`src/hw/rtl/ud_pkg.sv`:
```
// ----------------------------------------------------------------------------
// UTF-8 decoder package
// Shared constants and the record type passed from the front end to the queue.
// ----------------------------------------------------------------------------
package ud_pkg;

    localparam int unsigned CP_W = 21;

    localparam logic [CP_W-1:0] REPL_CP   = 21'h00FFFD;
    localparam logic [CP_W-1:0] MAX_CP    = 21'h10FFFF;
    localparam logic [CP_W-1:0] SURR_LO   = 21'h00D800;
    localparam logic [CP_W-1:0] SURR_HI   = 21'h00DFFF;

    // Partial payload before the final trail byte: at most 3 + 6 + 6 bits
    localparam int unsigned PART_W = CP_W - 6;

    // One queue entry: the results caused by one input item.
    // two = 1: a flagged U+FFFD goes out first, then cp/bad.
    typedef struct packed {
        logic            two;
        logic [CP_W-1:0] cp;
        logic            bad;
    } t_rec;

    localparam int unsigned REC_W = $bits(t_rec);

endpackage

```
`src/hw/rtl/utf8_stream_decoder.sv`:
```
// ----------------------------------------------------------------------------
// UTF-8 stream decoder
// Turns a byte stream into Unicode code points, one byte per cycle while the queue has room.
// ----------------------------------------------------------------------------
// Usage:
//   Slave channel: one byte per transfer in s_tdata; a transfer with s_tlast
//   high marks end of text, its byte is ignored and any unfinished sequence
//   is flushed as a flagged U+FFFD.
//   Master channel: one code point per transfer in m_tdata, m_tuser high when
//   the result replaces bad input (U+FFFD), m_tlast high on the final result
//   caused by one input transfer. An ASCII or invalid byte inside a sequence gives
//   two results: a flagged U+FFFD and then the byte's own decode.
//   A result passes through the record queue and the output register before it reaches the master side.
//   Throughput: one byte per cycle while the queue has room; a byte that gives
//   two results holds the output register for both, which the record queue
//   (FIFO_DEPTH entries) absorbs while input keeps flowing.
//   Reset (synchronous, active low) clears the pending sequence, the queue and
//   the output register. When the receiver stalls, the output holds, the
//   queue fills, and s_tready drops once the queue is full.
// ----------------------------------------------------------------------------
module utf8_stream_decoder import ud_pkg::*; #(
    parameter int unsigned FIFO_DEPTH = 4
) (
    input  logic        i_clk,
    input  logic        i_rst_n,
    // Byte input
    input  logic        i_s_tvalid,
    output logic        o_s_tready,
    input  logic [7:0]  i_s_tdata,    // [7:0] byte_in
    input  logic        i_s_tlast,    // end_of_text
    // Code point output
    output logic        o_m_tvalid,
    input  logic        i_m_tready,
    output logic [23:0] o_m_tdata,    // [20:0] codepoint, [23:21] zero
    output logic [0:0]  o_m_tuser,    // [0] malformed
    output logic        o_m_tlast     // last result of this input transfer
);

    logic            take;
    logic            push;
    t_rec            rec;
    logic            full;
    logic            empty;
    t_rec            head;
    logic            pop;
    logic [CP_W-1:0] cp;
    logic            bad;

    // Accept whenever the queue has room for the record this byte may make
    assign o_s_tready = !full;
    assign take       = i_s_tvalid && !full;

    ud_front u_front (
        .i_clk   (i_clk),
        .i_rst_n (i_rst_n),
        .i_take  (take),
        .i_byte  (i_s_tdata),
        .i_eot   (i_s_tlast),
        .o_push  (push),
        .o_rec   (rec)
    );

    ud_fifo #(
        .DEPTH (FIFO_DEPTH)
    ) u_fifo (
        .i_clk   (i_clk),
        .i_rst_n (i_rst_n),
        .i_push  (push),
        .i_rec   (rec),
        .i_pop   (pop),
        .o_full  (full),
        .o_empty (empty),
        .o_head  (head)
    );

    ud_back u_back (
        .i_clk   (i_clk),
        .i_rst_n (i_rst_n),
        .i_empty (empty),
        .i_head  (head),
        .o_pop   (pop),
        .o_valid (o_m_tvalid),
        .i_ready (i_m_tready),
        .o_cp    (cp),
        .o_bad   (bad),
        .o_last  (o_m_tlast)
    );

    // Pad the code point to whole bytes
    assign o_m_tdata = {3'b000, cp};
    assign o_m_tuser = bad;

endmodule

```
`src/hw/rtl/ud_front.sv`:
```
// ----------------------------------------------------------------------------
// UTF-8 decoder front end
// Classifies each byte, holds the partial sequence and builds result records.
// ----------------------------------------------------------------------------
module ud_front import ud_pkg::*; (
    input  logic       i_clk,
    input  logic       i_rst_n,
    input  logic       i_take,
    input  logic [7:0] i_byte,
    input  logic       i_eot,
    output logic       o_push,
    output t_rec       o_rec
);

    logic [1:0]        r_rem;
    logic [PART_W-1:0] r_part;
    logic [1:0]        n_rem;
    logic [PART_W-1:0] n_part;

    logic              pending;
    logic              is_trail;
    logic [CP_W-1:0]   full_cp;
    logic              cp_ok;
    logic              push;

    logic              lead_push;
    logic [CP_W-1:0]   lead_cp;
    logic              lead_bad;
    logic [1:0]        lead_rem;
    logic [PART_W-1:0] lead_part;

    assign pending  = (r_rem != 2'd0);
    assign is_trail = (i_byte[7:6] == 2'b10);
    assign full_cp  = {r_part, i_byte[5:0]};
    assign cp_ok    = (full_cp <= MAX_CP) && !((full_cp >= SURR_LO) && (full_cp <= SURR_HI));

    // Lead byte decode
    always_comb begin
        lead_push = 1'b0;
        lead_cp   = REPL_CP;
        lead_bad  = 1'b1;
        lead_rem  = 2'd0;
        lead_part = '0;
        if (i_byte[7] == 1'b0) begin
            lead_push = 1'b1;
            lead_cp   = {{(CP_W-8){1'b0}}, i_byte};
            lead_bad  = 1'b0;
        end else if (i_byte[7:5] == 3'b110) begin
            lead_rem  = 2'd1;
            lead_part = {{(PART_W-5){1'b0}}, i_byte[4:0]};
        end else if (i_byte[7:4] == 4'b1110) begin
            lead_rem  = 2'd2;
            lead_part = {{(PART_W-4){1'b0}}, i_byte[3:0]};
        end else if (i_byte[7:3] == 5'b11110) begin
            lead_rem  = 2'd3;
            lead_part = {{(PART_W-3){1'b0}}, i_byte[2:0]};
        end else begin
            lead_push = 1'b1;
        end
    end

    always_comb begin
        n_rem  = r_rem;
        n_part = r_part;
        push   = 1'b0;
        o_rec  = '{two: 1'b0, cp: REPL_CP, bad: 1'b1};
        if (i_eot) begin
            // Flush a pending partial sequence
            push   = pending;
            n_rem  = 2'd0;
            n_part = '0;
        end else if (pending && is_trail) begin
            n_rem  = r_rem - 2'd1;
            n_part = full_cp[PART_W-1:0];
            if (r_rem == 2'd1) begin
                push      = 1'b1;
                o_rec.cp  = cp_ok ? full_cp : REPL_CP;
                o_rec.bad = !cp_ok;
                n_part    = '0;
            end
        end else begin
            n_rem  = lead_rem;
            n_part = lead_part;
            if (pending) begin
                // Abort the sequence, then decode this byte afresh
                push      = 1'b1;
                o_rec.two = lead_push;
                o_rec.cp  = lead_push ? lead_cp : REPL_CP;
                o_rec.bad = lead_push ? lead_bad : 1'b1;
            end else begin
                push      = lead_push;
                o_rec.cp  = lead_cp;
                o_rec.bad = lead_bad;
            end
        end
    end

    assign o_push = i_take && push;

    always_ff @(posedge i_clk) begin
        if (!i_rst_n) begin
            r_rem  <= 2'd0;
            r_part <= '0;
        end else if (i_take) begin
            r_rem  <= n_rem;
            r_part <= n_part;
        end
    end

endmodule

```
`src/hw/rtl/ud_fifo.sv`:
```
// ----------------------------------------------------------------------------
// UTF-8 decoder record queue
// Short FIFO of result records between the front end and the output stage.
// ----------------------------------------------------------------------------
module ud_fifo import ud_pkg::*; #(
    parameter int unsigned DEPTH = 4
) (
    input  logic i_clk,
    input  logic i_rst_n,
    input  logic i_push,
    input  t_rec i_rec,
    input  logic i_pop,
    output logic o_full,
    output logic o_empty,
    output t_rec o_head
);

    localparam int unsigned AW = $clog2(DEPTH);
    localparam int unsigned CW = $clog2(DEPTH + 1);

    t_rec          r_mem [DEPTH];
    logic [AW-1:0] r_wr;
    logic [AW-1:0] r_rd;
    logic [CW-1:0] r_cnt;

    logic do_push;
    logic do_pop;

    assign o_full  = (r_cnt == CW'(DEPTH));
    assign o_empty = (r_cnt == '0);
    assign o_head  = r_mem[r_rd];
    assign do_push = i_push && !o_full;
    assign do_pop  = i_pop && !o_empty;

    always_ff @(posedge i_clk) begin
        if (do_push) begin
            r_mem[r_wr] <= i_rec;
        end
    end

    always_ff @(posedge i_clk) begin
        if (!i_rst_n) begin
            r_wr  <= '0;
            r_rd  <= '0;
            r_cnt <= '0;
        end else begin
            if (do_push) begin
                r_wr <= (r_wr == AW'(DEPTH - 1)) ? '0 : r_wr + 1'b1;
            end
            if (do_pop) begin
                r_rd <= (r_rd == AW'(DEPTH - 1)) ? '0 : r_rd + 1'b1;
            end
            if (do_push && !do_pop) begin
                r_cnt <= r_cnt + 1'b1;
            end else if (do_pop && !do_push) begin
                r_cnt <= r_cnt - 1'b1;
            end
        end
    end

endmodule

```
`src/hw/rtl/ud_back.sv`:
```
// ----------------------------------------------------------------------------
// UTF-8 decoder output stage
// Splits each record into one or two results and holds them for the receiver.
// ----------------------------------------------------------------------------
module ud_back import ud_pkg::*; (
    input  logic            i_clk,
    input  logic            i_rst_n,
    input  logic            i_empty,
    input  t_rec            i_head,
    output logic            o_pop,
    output logic            o_valid,
    input  logic            i_ready,
    output logic [CP_W-1:0] o_cp,
    output logic            o_bad,
    output logic            o_last
);

    logic            r_valid;
    logic [CP_W-1:0] r_cp;
    logic            r_bad;
    logic            r_last;
    logic            r_second;   // first half of a two-result record already sent
    logic            load;
    logic            first_half;

    assign load       = (!r_valid || i_ready) && !i_empty;
    assign first_half = i_head.two && !r_second;
    assign o_pop      = load && !first_half;

    always_ff @(posedge i_clk) begin
        if (!i_rst_n) begin
            r_valid  <= 1'b0;
            r_second <= 1'b0;
        end else if (load) begin
            r_valid  <= 1'b1;
            r_second <= first_half;
        end else if (i_ready) begin
            r_valid  <= 1'b0;
        end
    end

    always_ff @(posedge i_clk) begin
        if (load) begin
            if (first_half) begin
                r_cp   <= REPL_CP;
                r_bad  <= 1'b1;
                r_last <= 1'b0;
            end else begin
                r_cp   <= i_head.cp;
                r_bad  <= i_head.bad;
                r_last <= 1'b1;
            end
        end
    end

    assign o_valid = r_valid;
    assign o_cp    = r_cp;
    assign o_bad   = r_bad;
    assign o_last  = r_last;

endmodule

```
`config.mk`:
```
export PLATFORM = sky130hd
export DESIGN_NAME = utf8_stream_decoder
export DESIGN_NICKNAME = d
export VERILOG_FILES = /design/src/hw/rtl/ud_pkg.sv /design/src/hw/rtl/utf8_stream_decoder.sv /design/src/hw/rtl/ud_front.sv /design/src/hw/rtl/ud_fifo.sv /design/src/hw/rtl/ud_back.sv
export SDC_FILE = /design/constraint.sdc
export NUM_CORES = 1
export LEC_CHECK = 0
export ABC_AREA = 1
export CAP_MARGIN = 15
export CORE_AREA = 5 5 114 196
export CTS_BUF_LIST = sky130_fd_sc_hd__clkbuf_8 sky130_fd_sc_hd__clkbuf_16
export DETAILED_ROUTE_END_ITERATION = 7
export DIE_AREA = 0 0 119 201
export DONT_BUFFER_PORTS = 1
export HOLD_SLACK_MARGIN = 0.12
export PLACE_DENSITY = 0.54
export SLEW_MARGIN = 10
export SYNTH_ARGS = -nofsm -noshare
export SYNTH_HDL_FRONTEND = slang
export SYNTH_SLANG_ARGS = --single-unit
```
`constraint.sdc`:
```
create_clock -name i_clk -period 5.61 [get_ports i_clk]
set_clock_uncertainty 0.15 [all_clocks]
set_input_delay 1.122 -clock i_clk [delete_from_list [all_inputs] [get_ports i_clk]]
set_output_delay 1.122 -clock i_clk [all_outputs]
set_load 0.005 [all_outputs]
```
* Word-level counts from Yosys, hierarchy flattened
Memory sizes are Yosys's and may differ from the RTL's. A register that Yosys moved wholly into a read port is not among the register bits.
Cells that the tools add are included.
** Cells by class
- Add/subtract/negate cells :: 5
- Magnitude comparators :: 3
- Eq/ne operators :: 8
- Muxes and demuxes :: 43
- Reductions and logical operators :: 26
** Operators with widths (number)
- 15-bit two-way mux :: 6
- 22-bit two-way mux :: 3
- 16-bit two-way mux :: 2
- 23-bit two-way mux :: 1
- 21-bit by 16-bit >= comparator with 1-bit output (second input constant) :: 1
- 21-bit by 16-bit less-or-equal comparator with 1-bit output (second input constant) :: 1
- 21-bit less-or-equal comparator (second input constant) :: 1
- 21-bit two-way mux :: 1
- 2-bit two-way mux :: 10
- 1-bit two-way mux :: 17
- 1-bit logical AND :: 12
- 1-bit zero test :: 9
- 3-bit two-way mux :: 3
- 2-bit equality test (second input constant) :: 3
- 3-bit equality test (second input constant) :: 2
- 2-bit nonzero test :: 3
- 5-bit equality test (second input constant) :: 1
- 2-bit by 1-bit adder with 2-bit output (second input constant) :: 2
- 4-bit equality test (second input constant) :: 1
- 3-bit by 1-bit adder with 3-bit output (second input constant) :: 1
- 3-bit zero test :: 1
- 3-bit by 1-bit subtractor with 3-bit output (second input constant) :: 1
- 2-bit by 1-bit equality test with 1-bit output (second input constant) :: 1
- 2-bit by 1-bit subtractor with 2-bit output (second input constant) :: 1
- 1-bit logical OR :: 1
** Storage, ports and cells
- Register bits after elaboration :: 49
- Memory bits (writable) :: 92
- Bits of input ports :: 13
- Output and inout port bits :: 28
- Memories :: 1
** Memory list
- u_fifo.r_mem :: depth 4, bits a word 23, read ports 1, clocked after Yosys merged registers in 1, write ports 1, RTL line ud_fifo.sv:21 : t_rec r_mem [DEPTH];

* Longest topological paths before layout
Gate-level depths: netlist (run 1).
- Depth in word-level cells :: 14
- Mapped depth :: 15
- Depth with buffers taken out :: 15

* Hierarchy
A second synthesis (run 1) with hierarchy kept.
** Unflattened totals
- Cell total of the unflattened synthesis :: 547
- Area, all modules :: 6319.8 sq um
** Modules (own cells, without submodules)
- ud_fifo :: times used 1, cells an instance 294, area an instance 4240.3 sq um, sequential area each 2942.8 sq um
- ud_front :: times used 1, cells an instance 177, area an instance 1079.8 sq um, sequential area each 340.3 sq um
- ud_back :: times used 1, cells an instance 69, area an instance 959.7 sq um, sequential area each 730.7 sq um
- utf8_stream_decoder :: times used 1, cells an instance 7, area an instance 40.0 sq um, sequential area each 0.0 sq um

* Worst setup path after synthesis (run 1)
No wires, ideal clock.
- Kind :: input to register
- From :: in i_m_tready
- To :: reg u_fifo.r_cnt[1]
- Library setup time :: 0.120 ns
- Arrival :: 3.824 ns
- Data required time :: 5.340 ns
- Path slack :: 1.516 ns
- Stages :: 9
- Cells stage by stage :: nor2_1 > a31oi_1 > a21boi_1 > inv_1 > ha_1 > inv_1 > fa_1 > o21ai_0 > a21oi_1
** Between the ends
- Cells in the longest elaborated chain, start to end :: 7
** Ends and longest elaborated chain
- start: declaration :: RTL line utf8_stream_decoder.sv:33 : input logic i_m_tready,
- 1-bit logical OR * :: RTL line ud_back.sv:26 : assign load = (!r_valid || i_ready) && !i_empty;
- 1-bit logical AND * :: RTL line ud_back.sv:26
- net u_back.load :: RTL line ud_back.sv:23 : logic load;
- 1-bit logical AND * :: RTL line ud_back.sv:28 : assign o_pop = load && !first_half;
- 1-bit logical AND * :: RTL line ud_fifo.sv:33 : assign do_pop = i_pop && !o_empty;
- 1-bit zero test :: RTL line ud_fifo.sv:53 : if (do_push && !do_pop) begin
- 1-bit logical AND :: RTL line ud_fifo.sv:53
- 3-bit two-way mux or 2-bit nonzero test (tied branches)
- end signal: assignment :: RTL line ud_fifo.sv:54 : r_cnt <= r_cnt + 1'b1;
- end signal: assignment :: RTL line ud_fifo.sv:56 : r_cnt <= r_cnt - 1'b1;
- end: declaration :: RTL line ud_fifo.sv:24 : logic [CW-1:0] r_cnt;
Mark *: on every way through the listed nets, which the timed path passes. The rest lies on a longest branch.
A chain may end at the register's enable or synchronous reset.

* Worst setup path in the final report (run 1)
- From :: reg u_fifo.r_cnt[0]
- To :: reg u_fifo.r_cnt[2]
** Between the ends
- Cells in the longest elaborated chain, start to end :: 8
** Ends and longest elaborated chain
- 3-bit equality test * :: RTL line ud_fifo.sv:29 : assign o_full = (r_cnt == CW'(DEPTH));
- 1-bit zero test *
- net o_s_tready :: RTL line utf8_stream_decoder.sv:28 : output logic o_s_tready,
- 1-bit logical AND :: RTL line utf8_stream_decoder.sv:51 : assign take = i_s_tvalid && !full;
- 1-bit logical AND :: RTL line ud_front.sv:98 : assign o_push = i_take && push;
- 1-bit logical AND * :: RTL line ud_fifo.sv:32 : assign do_push = i_push && !o_full;
- net u_fifo.do_push :: RTL line ud_fifo.sv:26 : logic do_push;
- 1-bit zero test :: RTL line ud_fifo.sv:55 : end else if (do_pop && !do_push) begin
- 1-bit logical AND :: RTL line ud_fifo.sv:55
- 2-bit nonzero test (no source line)
Mark *: on every way through the listed nets, which the timed path passes. The rest lies on a longest branch. The select of a mux whose other input is x is not followed.

==> results of run 1 <==
==> kinds of logic after synthesis <==
group / Yosys count
mux: 16
flops: 143
buf+inv: 61
fa+ha+maj: 9
simple gates: 173
compound gates: 84
other cells: 1
==> power by group through the flow <==
stage / clock network [mW] / logic [mW] / registers, mW
2_1_floorplan: 0 / 0.510 / 1.45
3_3_place_gp: 0 / 0.703 / 1.47
3_5_place_dp: 0 / 0.736 / 1.47
4_1_cts: 1.18 / 0.739 / 1.45
5_1_grt: 1.23 / 0.819 / 1.46
6_report: 1.16 / 0.712 / 1.44
==> worst max-delay path, stage by stage (launching register included) <==
cell,delay (ps)
dfxtp_1,350
inv_1,120
nand3_1,230
nand2_1,410
a21oi_1,450
nand2_1,230
inv_1,110
ha_1,160
inv_1,80
fa_1,430
a21oi_1,140
o21ai_0,120
o21ai_0,190
a21oi_1,60
==> per-layer routing <==
layer	up-vias	share of wire (%)
met3	21	3.7
li1	1724	-
met4	0	3.3
met2	89	55
met1	1747	38
met5	-	0
==> metrics by stage <==
step	std cells	instance area, um^2
6_report	757	6730
2_1_floorplan	489	5830
3_3_place_gp	725	6100
3_5_place_dp	725	6100
4_1_cts	757	6730
5_1_grt	757	6730
==> flip-flops by register name (all words and copies together) (netlist names), named ones only <==
signal / cells
u_fifo.r_wr: 2
u_back.o_valid: 1
u_front.r_rem: 2
u_back.o_cp: 21
u_fifo.r_mem: 92
u_fifo.r_cnt: 3
u_back.o_last: 1
u_back.r_second: 1
u_back.o_bad: 1
u_front.r_part: 15
u_fifo.r_rd: 2
==> area by class of cell <==
| type | count | area, um^2 |
|---|---|---|
| timing repair buffer | 8 | 60.1 |
| fill | 2045 | 13900 |
| inverter | 37 | 139 |
| multi-input combinational | 285 | 1570 |
| clock inverter | 10 | 91.3 |
| sequential | 143 | 4010 |
| tap | 252 | 315 |
| clock buffer | 22 | 539 |
==> placed cells by master, fill, tap and decap left out, types with 2 or more instances in the layout <==
master	n
o21ai_0	31
o32ai_1	6
inv_1	33
edfxtp_1	115
inv_2	3
nand2_1	79
clkbuf_16	21
mux2i_1	16
nor2_1	55
o221ai_1	16
nand3b_1	4
ha_1	8
dfxtp_1	28
conb_1	3
clkinv_2	4
buf_4	8
nor2_2	4
nand3_1	22
clkinv_4	3
nand4_1	2
a21oi_1	25
==> cells in the mapped netlist, types with 2 or more instances <==
master	n
o32ai_1	6
o21ai_0	31
o221ai_1	16
inv_2	3
buf_2	11
buf_4	4
a21oi_1	25
nand4_1	2
inv_1	33
nand2_1	79
ha_1	8
nand3_1	22
clkbuf_1	7
edfxtp_1	115
nand3b_1	4
dfxtp_1	28
mux2i_1	16
nor2_1	59
==> how the worst max path moves through the flow <==
stage	startpoint	to	slack [ps]
6_report	u_fifo.r_cnt[0]	u_fifo.r_cnt[2]	2270
5_1_grt	u_fifo.r_cnt[1]	u_fifo.r_cnt[2]	1880
4_1_cts	u_fifo.r_cnt[0]	u_fifo.r_cnt[2]	2270
3_5_place_dp	i_s_tvalid	u_fifo.r_cnt[2]	1950
3_3_place_gp	i_s_tvalid	u_fifo.r_cnt[2]	2050
2_1_floorplan	i_m_tready	u_fifo.r_cnt[1]	1520
==> impl_metrics.toml, run 1 <==
[global_routing]
grt_start_max_net_pins = 48
grt_pass1_vias = 3693
track_usage_pct = 10.8
met1_usage_pct = 11.5
grt_pass1_wl_um = 19700
globalRouteMet2Util_pct = 19.3
overflow = 0
use_met3_pct = 2.42
antenna_found_initial = 0
top_usage_layer = "met2"

[setup_path]
criticalPathCategory = "flop to flop"
crit_fanout = 18
crit_path_end_kind = "flop"
required_ps = 5760
reg2reg_slack_ps = 2270
reg2reg_depth = 13
critPathArrivalTime_ps = 3490
r2r-start = "u_fifo.r_cnt[0]"
r2r-end = "u_fifo.r_cnt[2]"
cp-start-kind = "flop"

[power]
internal_power_mw = 2.31
p_sw_share_pct = 30.2
power_frac_comb_pct = 21.5
power_frac_seq_pct = 43.6
clkPwrFrac_pct = 35.0
irDropWorstVdd_mv = 0.213
leakage_nw = 2.28
power.density_nw_per_um2 = 492
power.total_mw = 3.31
p_sw_mw = 1.00

[timing]
worst_slew_pin_slew_ps = 655
finalWorstSetupSlack_ps = 2270
hold_slack_ps = 317
fmaxAchievable_mhz = 299
tns_ps = 0
finalCritPeriodShare_pct = 59.6
rsz0062_at_grt = "false"
slew_headroom_pct = 56.0
slew_violations = 0
hold_violations = 0
setup_viol = 0
finalCriticalPeriod_ps = 3340

[cts]
postCtsHoldBufs = 0
cts_tree = "yes"
cts_setup_buffers = 0
cts_root_buf = "clkbuf_16"
clk_latency_ps = 410
clock_sinks = 143
clk_pin_slew_ps = 60
cts_resized = 0
h-tree-depth = 4
clockBufferDepth = 2
cts_buffers = 17

[logic_synthesis]
synthAdderAreaFrac_pct = 2.06
ys_top_cells_by_area = "edfxtp_1 (59%), dfxtp_1 (9.6%), nand2_1 (5.1%)"
synth_compound_area_share_pct = 9.01
async_reset_ff_share_pct = 0
yosys_register_bits = 143
synth_edf_count = 115
synthMuxAreaShare_pct = 2.75
synth_cell_type_count = 36
synthCells = 487
ys_seq_area_share_pct = 69.0
yosys.area.top_type = "edfxtp_1"
synth_xor_area_share_pct = 0
avgSynthCellArea_um2 = 12.0
synth_top_area_share_pct = 59.3
synthSimpleGateAreaFrac_pct = 12.6
yosysWarningCount = 0
yosys_most_used_dff = "edfxtp_1"
synth_area_um2 = 5820
synth_top_family_by_area = "simple AND/OR/NAND/NOR gates"

[hold_path]
hp-class = "flop to flop"
whs_endpoint = "u_front.r_rem[1]"
min_path_cells = 2
min-delay-start = "u_front.r_rem[1]"

[route]
initialDrtViolationCount = 196
drc = 0
routed_via_density = 4.73
wl_per_cell_um = 16.4
ant_nets = 0
drt_first_pass_iters = 4
routed_wl_um = 12400
num_vias = 3581

[run_status]
status = "finished, final reports clean"

[floorplanning]
design.die.area_um2 = 23900
initial_core_util_pct = 28.2
ios = 41
core_area_um2 = 20700
fp.dieH_um = 201
core.rowCount = 70
die_w_um = 119

[placement]
gp_congestion = 0.801
place_hpwl_um = 8240
portBuffers = 0
dp_worst_setup_slack_ps = 1950

[finish]
antenna_cells = 0
area_growth_pct = 15.7
fin_nets = 514
drive_gt1_share_pct = 10.9
postLayoutCoreUtil_pct = 32.6

[job]
maxCapViolations = 0
Note: power is estimated with default switching activity, not from simulation.
==> inputs of run 2 (changes only) <==
ABC_AREA = 0   (was 1)
PLACE_DENSITY = 0.55   (was 0.54)
clock period = 3 ns   (was 5.61 ns; I/O delays follow)
==> run 2 against run 1 <==
  * Non-clock buffer count increased by 5
  * Design area decreased by 0.58%
  * Worst hold slack got worse by 160 ps
  * Clock-buffer cell count decreased by 3
  * Largest cell class unchanged
  * Highest routed layer unchanged
==> impl_metrics.toml, run 2 <==
[run_status]
status = "finished, final reports clean"

[cts]
clk_pin_slew_ps = 60
cts_root_buf = "clkbuf_16"
clk_latency_ps = 410
postCtsHoldBufs = 0
cts_buffers = 17
cts_setup_buffers = 0
clock_sinks = 143
h-tree-depth = 4
clockBufferDepth = 2
cts_resized = 0
cts_tree = "yes"

[global_routing]
grt_pass1_wl_um = 19000
grt_start_max_net_pins = 26
overflow = 0
antenna_found_initial = 0
grt_pass1_vias = 3342
track_usage_pct = 10.6

[route]
num_vias = 3104
ant_nets = 0
drc = 0
drt_first_pass_iters = 4
initialDrtViolationCount = 153
wl_per_cell_um = 18.7
routed_via_density = 4.83
routed_wl_um = 12000

[floorplanning]
core.rowCount = 70
initial_core_util_pct = 28.3
fp.dieH_um = 201
die_w_um = 119
ios = 41
design.die.area_um2 = 23900
core_area_um2 = 20700

[logic_synthesis]
ys_top_cells_by_area = "edfxtp_1 (59%), dfxtp_1 (9.6%), mux4_2 (8.5%)"
synth_top_area_share_pct = 59.1
yosys_most_used_dff = "edfxtp_1"
synth_area_um2 = 5840
synth_edf_count = 115
synth_cell_type_count = 53
synth.most_common_cell = "edfxtp_1"
async_reset_ff_share_pct = 0
avgSynthCellArea_um2 = 15.9
synthCells = 367
synth_commonest_cells = "edfxtp_1 (115), dfxtp_1 (28), mux4_2 (22)"
yosysWarningCount = 0
ys_seq_area_share_pct = 68.7
yosys.area.top_type = "edfxtp_1"
yosys_register_bits = 143

[power]
power.density_nw_per_um2 = 829
leakage_nw = 2.20
irDropWorstVdd_mv = 0.394

[setup_path]
cp_slowest_cell = "fa_1"
criticalPathCategory = "flop to flop"
cp-start-kind = "flop"
crit_fanout = 7
critPathArrivalTime_ps = 2910
required_ps = 3180
crit_chain = "inv_1, ha_1, or3b_1, nor3_1, a211oi_2, ha_1, inv_1, fa_1, xor2_1, or3_1, a21oi_1"
crit_path_end_kind = "flop"
cp_slowest_stage_delay_ps = 430

[finish]
area_growth_pct = 14.6
drive_gt1_share_pct = 19.4
mostFrequentLayoutCells = "edfxtp_1 (115), dfxtp_1 (28), mux4_2 (22), clkbuf_16 (19)"
largest_register_ffs = 92
layout_commonest_cell = "edfxtp_1"
postLayoutCoreUtil_pct = 32.4
top_register = "u_fifo.r_mem"
fin_nets = 400
antenna_cells = 0

[timing]
finalCritPeriodShare_pct = 90.9
slew_violations = 0
finalCriticalPeriod_ps = 2730
setup_viol = 0
hold_violations = 0
worst_slew_pin_slew_ps = 725
rsz0062_at_grt = "false"
fmaxAchievable_mhz = 367
slew_headroom_pct = 51.6
tns_ps = 0

[job]
maxCapViolations = 0

[placement]
place_hpwl_um = 8290
gp_congestion = 0.826
portBuffers = 0

[hold_path]
hp-class = "input port to flop"
-- run 2: changes by cell type after synthesis, moves of 20 or more --
cell     delta
o21ai_0    -24
nand3_1    -21
nor2_1     -41
inv_1      -20
mux4_2     +22
nand2_1    -61
-- run 2: through the flow --
stage	total power, mW	cell area (um^2)	instances	hold slack [ps]	worst slack [ps]
6_report	5.55	6690	643	157	274
5_1_grt	5.85	6690	643	143	63.4
4_1_cts	5.66	6690	643	142	241
3_5_place_dp	3.71	6140	611	323	264
3_3_place_gp	3.68	6140	611	308	329
2_1_floorplan	3.38	5850	369	295	90.5
-- run 2: final timing paths --
kind	startpoint	to	slack, ps	cells past startpoint
setup reg to reg	u_front.r_rem[0]	u_fifo.r_cnt[2]	270	11
setup / recovery	u_front.r_rem[0]	u_fifo.r_cnt[2]	270	11
hold / removal	i_s_tdata[2]	u_front.r_part[2]	160	1
hold reg to reg	u_front.r_rem[1]	u_front.r_rem[1]	330	2
-- run 2: power by group --
part           total [mW]  internal [mW]  switching, mW  leakage (nW)
sequential           2.63           2.49          0.144          1.26
combinational       0.980          0.425          0.555         0.645
clock                1.94           1.15          0.788         0.288
-- run 2: cell families (layout without fill, tap and decap cells) --
group,Yosys count,count (layout),synth area share [%]
compound gates,54,54,6.94
simple gates,93,93,9.06
fa+ha+maj,9,9,2.06
other cells,1,3,0.0642
xor+xnor,2,2,0.300
mux,29,29,9.72
buf+inv,36,58,3.15
flops,143,143,68.7
-- run 2: area by class of cell --
type	instances	area, um^2
Clock buffer	19	475
Inverter	13	48.8
Timing Repair Buffer	13	97.6
Fill cell	2038	14000
Multi-Input combinational cell	190	1660
Clock inverter	13	80.1
Sequential cell	143	4010
Tap cell	252	315
-- run 2: worst max-delay path, delay by kind of cell (launching register included) --
kind | cells | cell delay [ps]
AND/OR/NAND/NOR | 3 | 550
buffers and inverters | 2 | 130
XOR/XNOR | 1 | 160
AO/OA/AOI/OAI | 2 | 350
adder cells (fa/ha/maj) | 3 | 970
flip-flops | 1 | 330
-- run 2: metal layers --
layer / track usage (%) / share of wire (%)
met5: 0 / 0
met4: 5.30 / 2.9
met3: 3.10 / 4.3
met2: 19.3 / 55
met1: 11.0 / 38
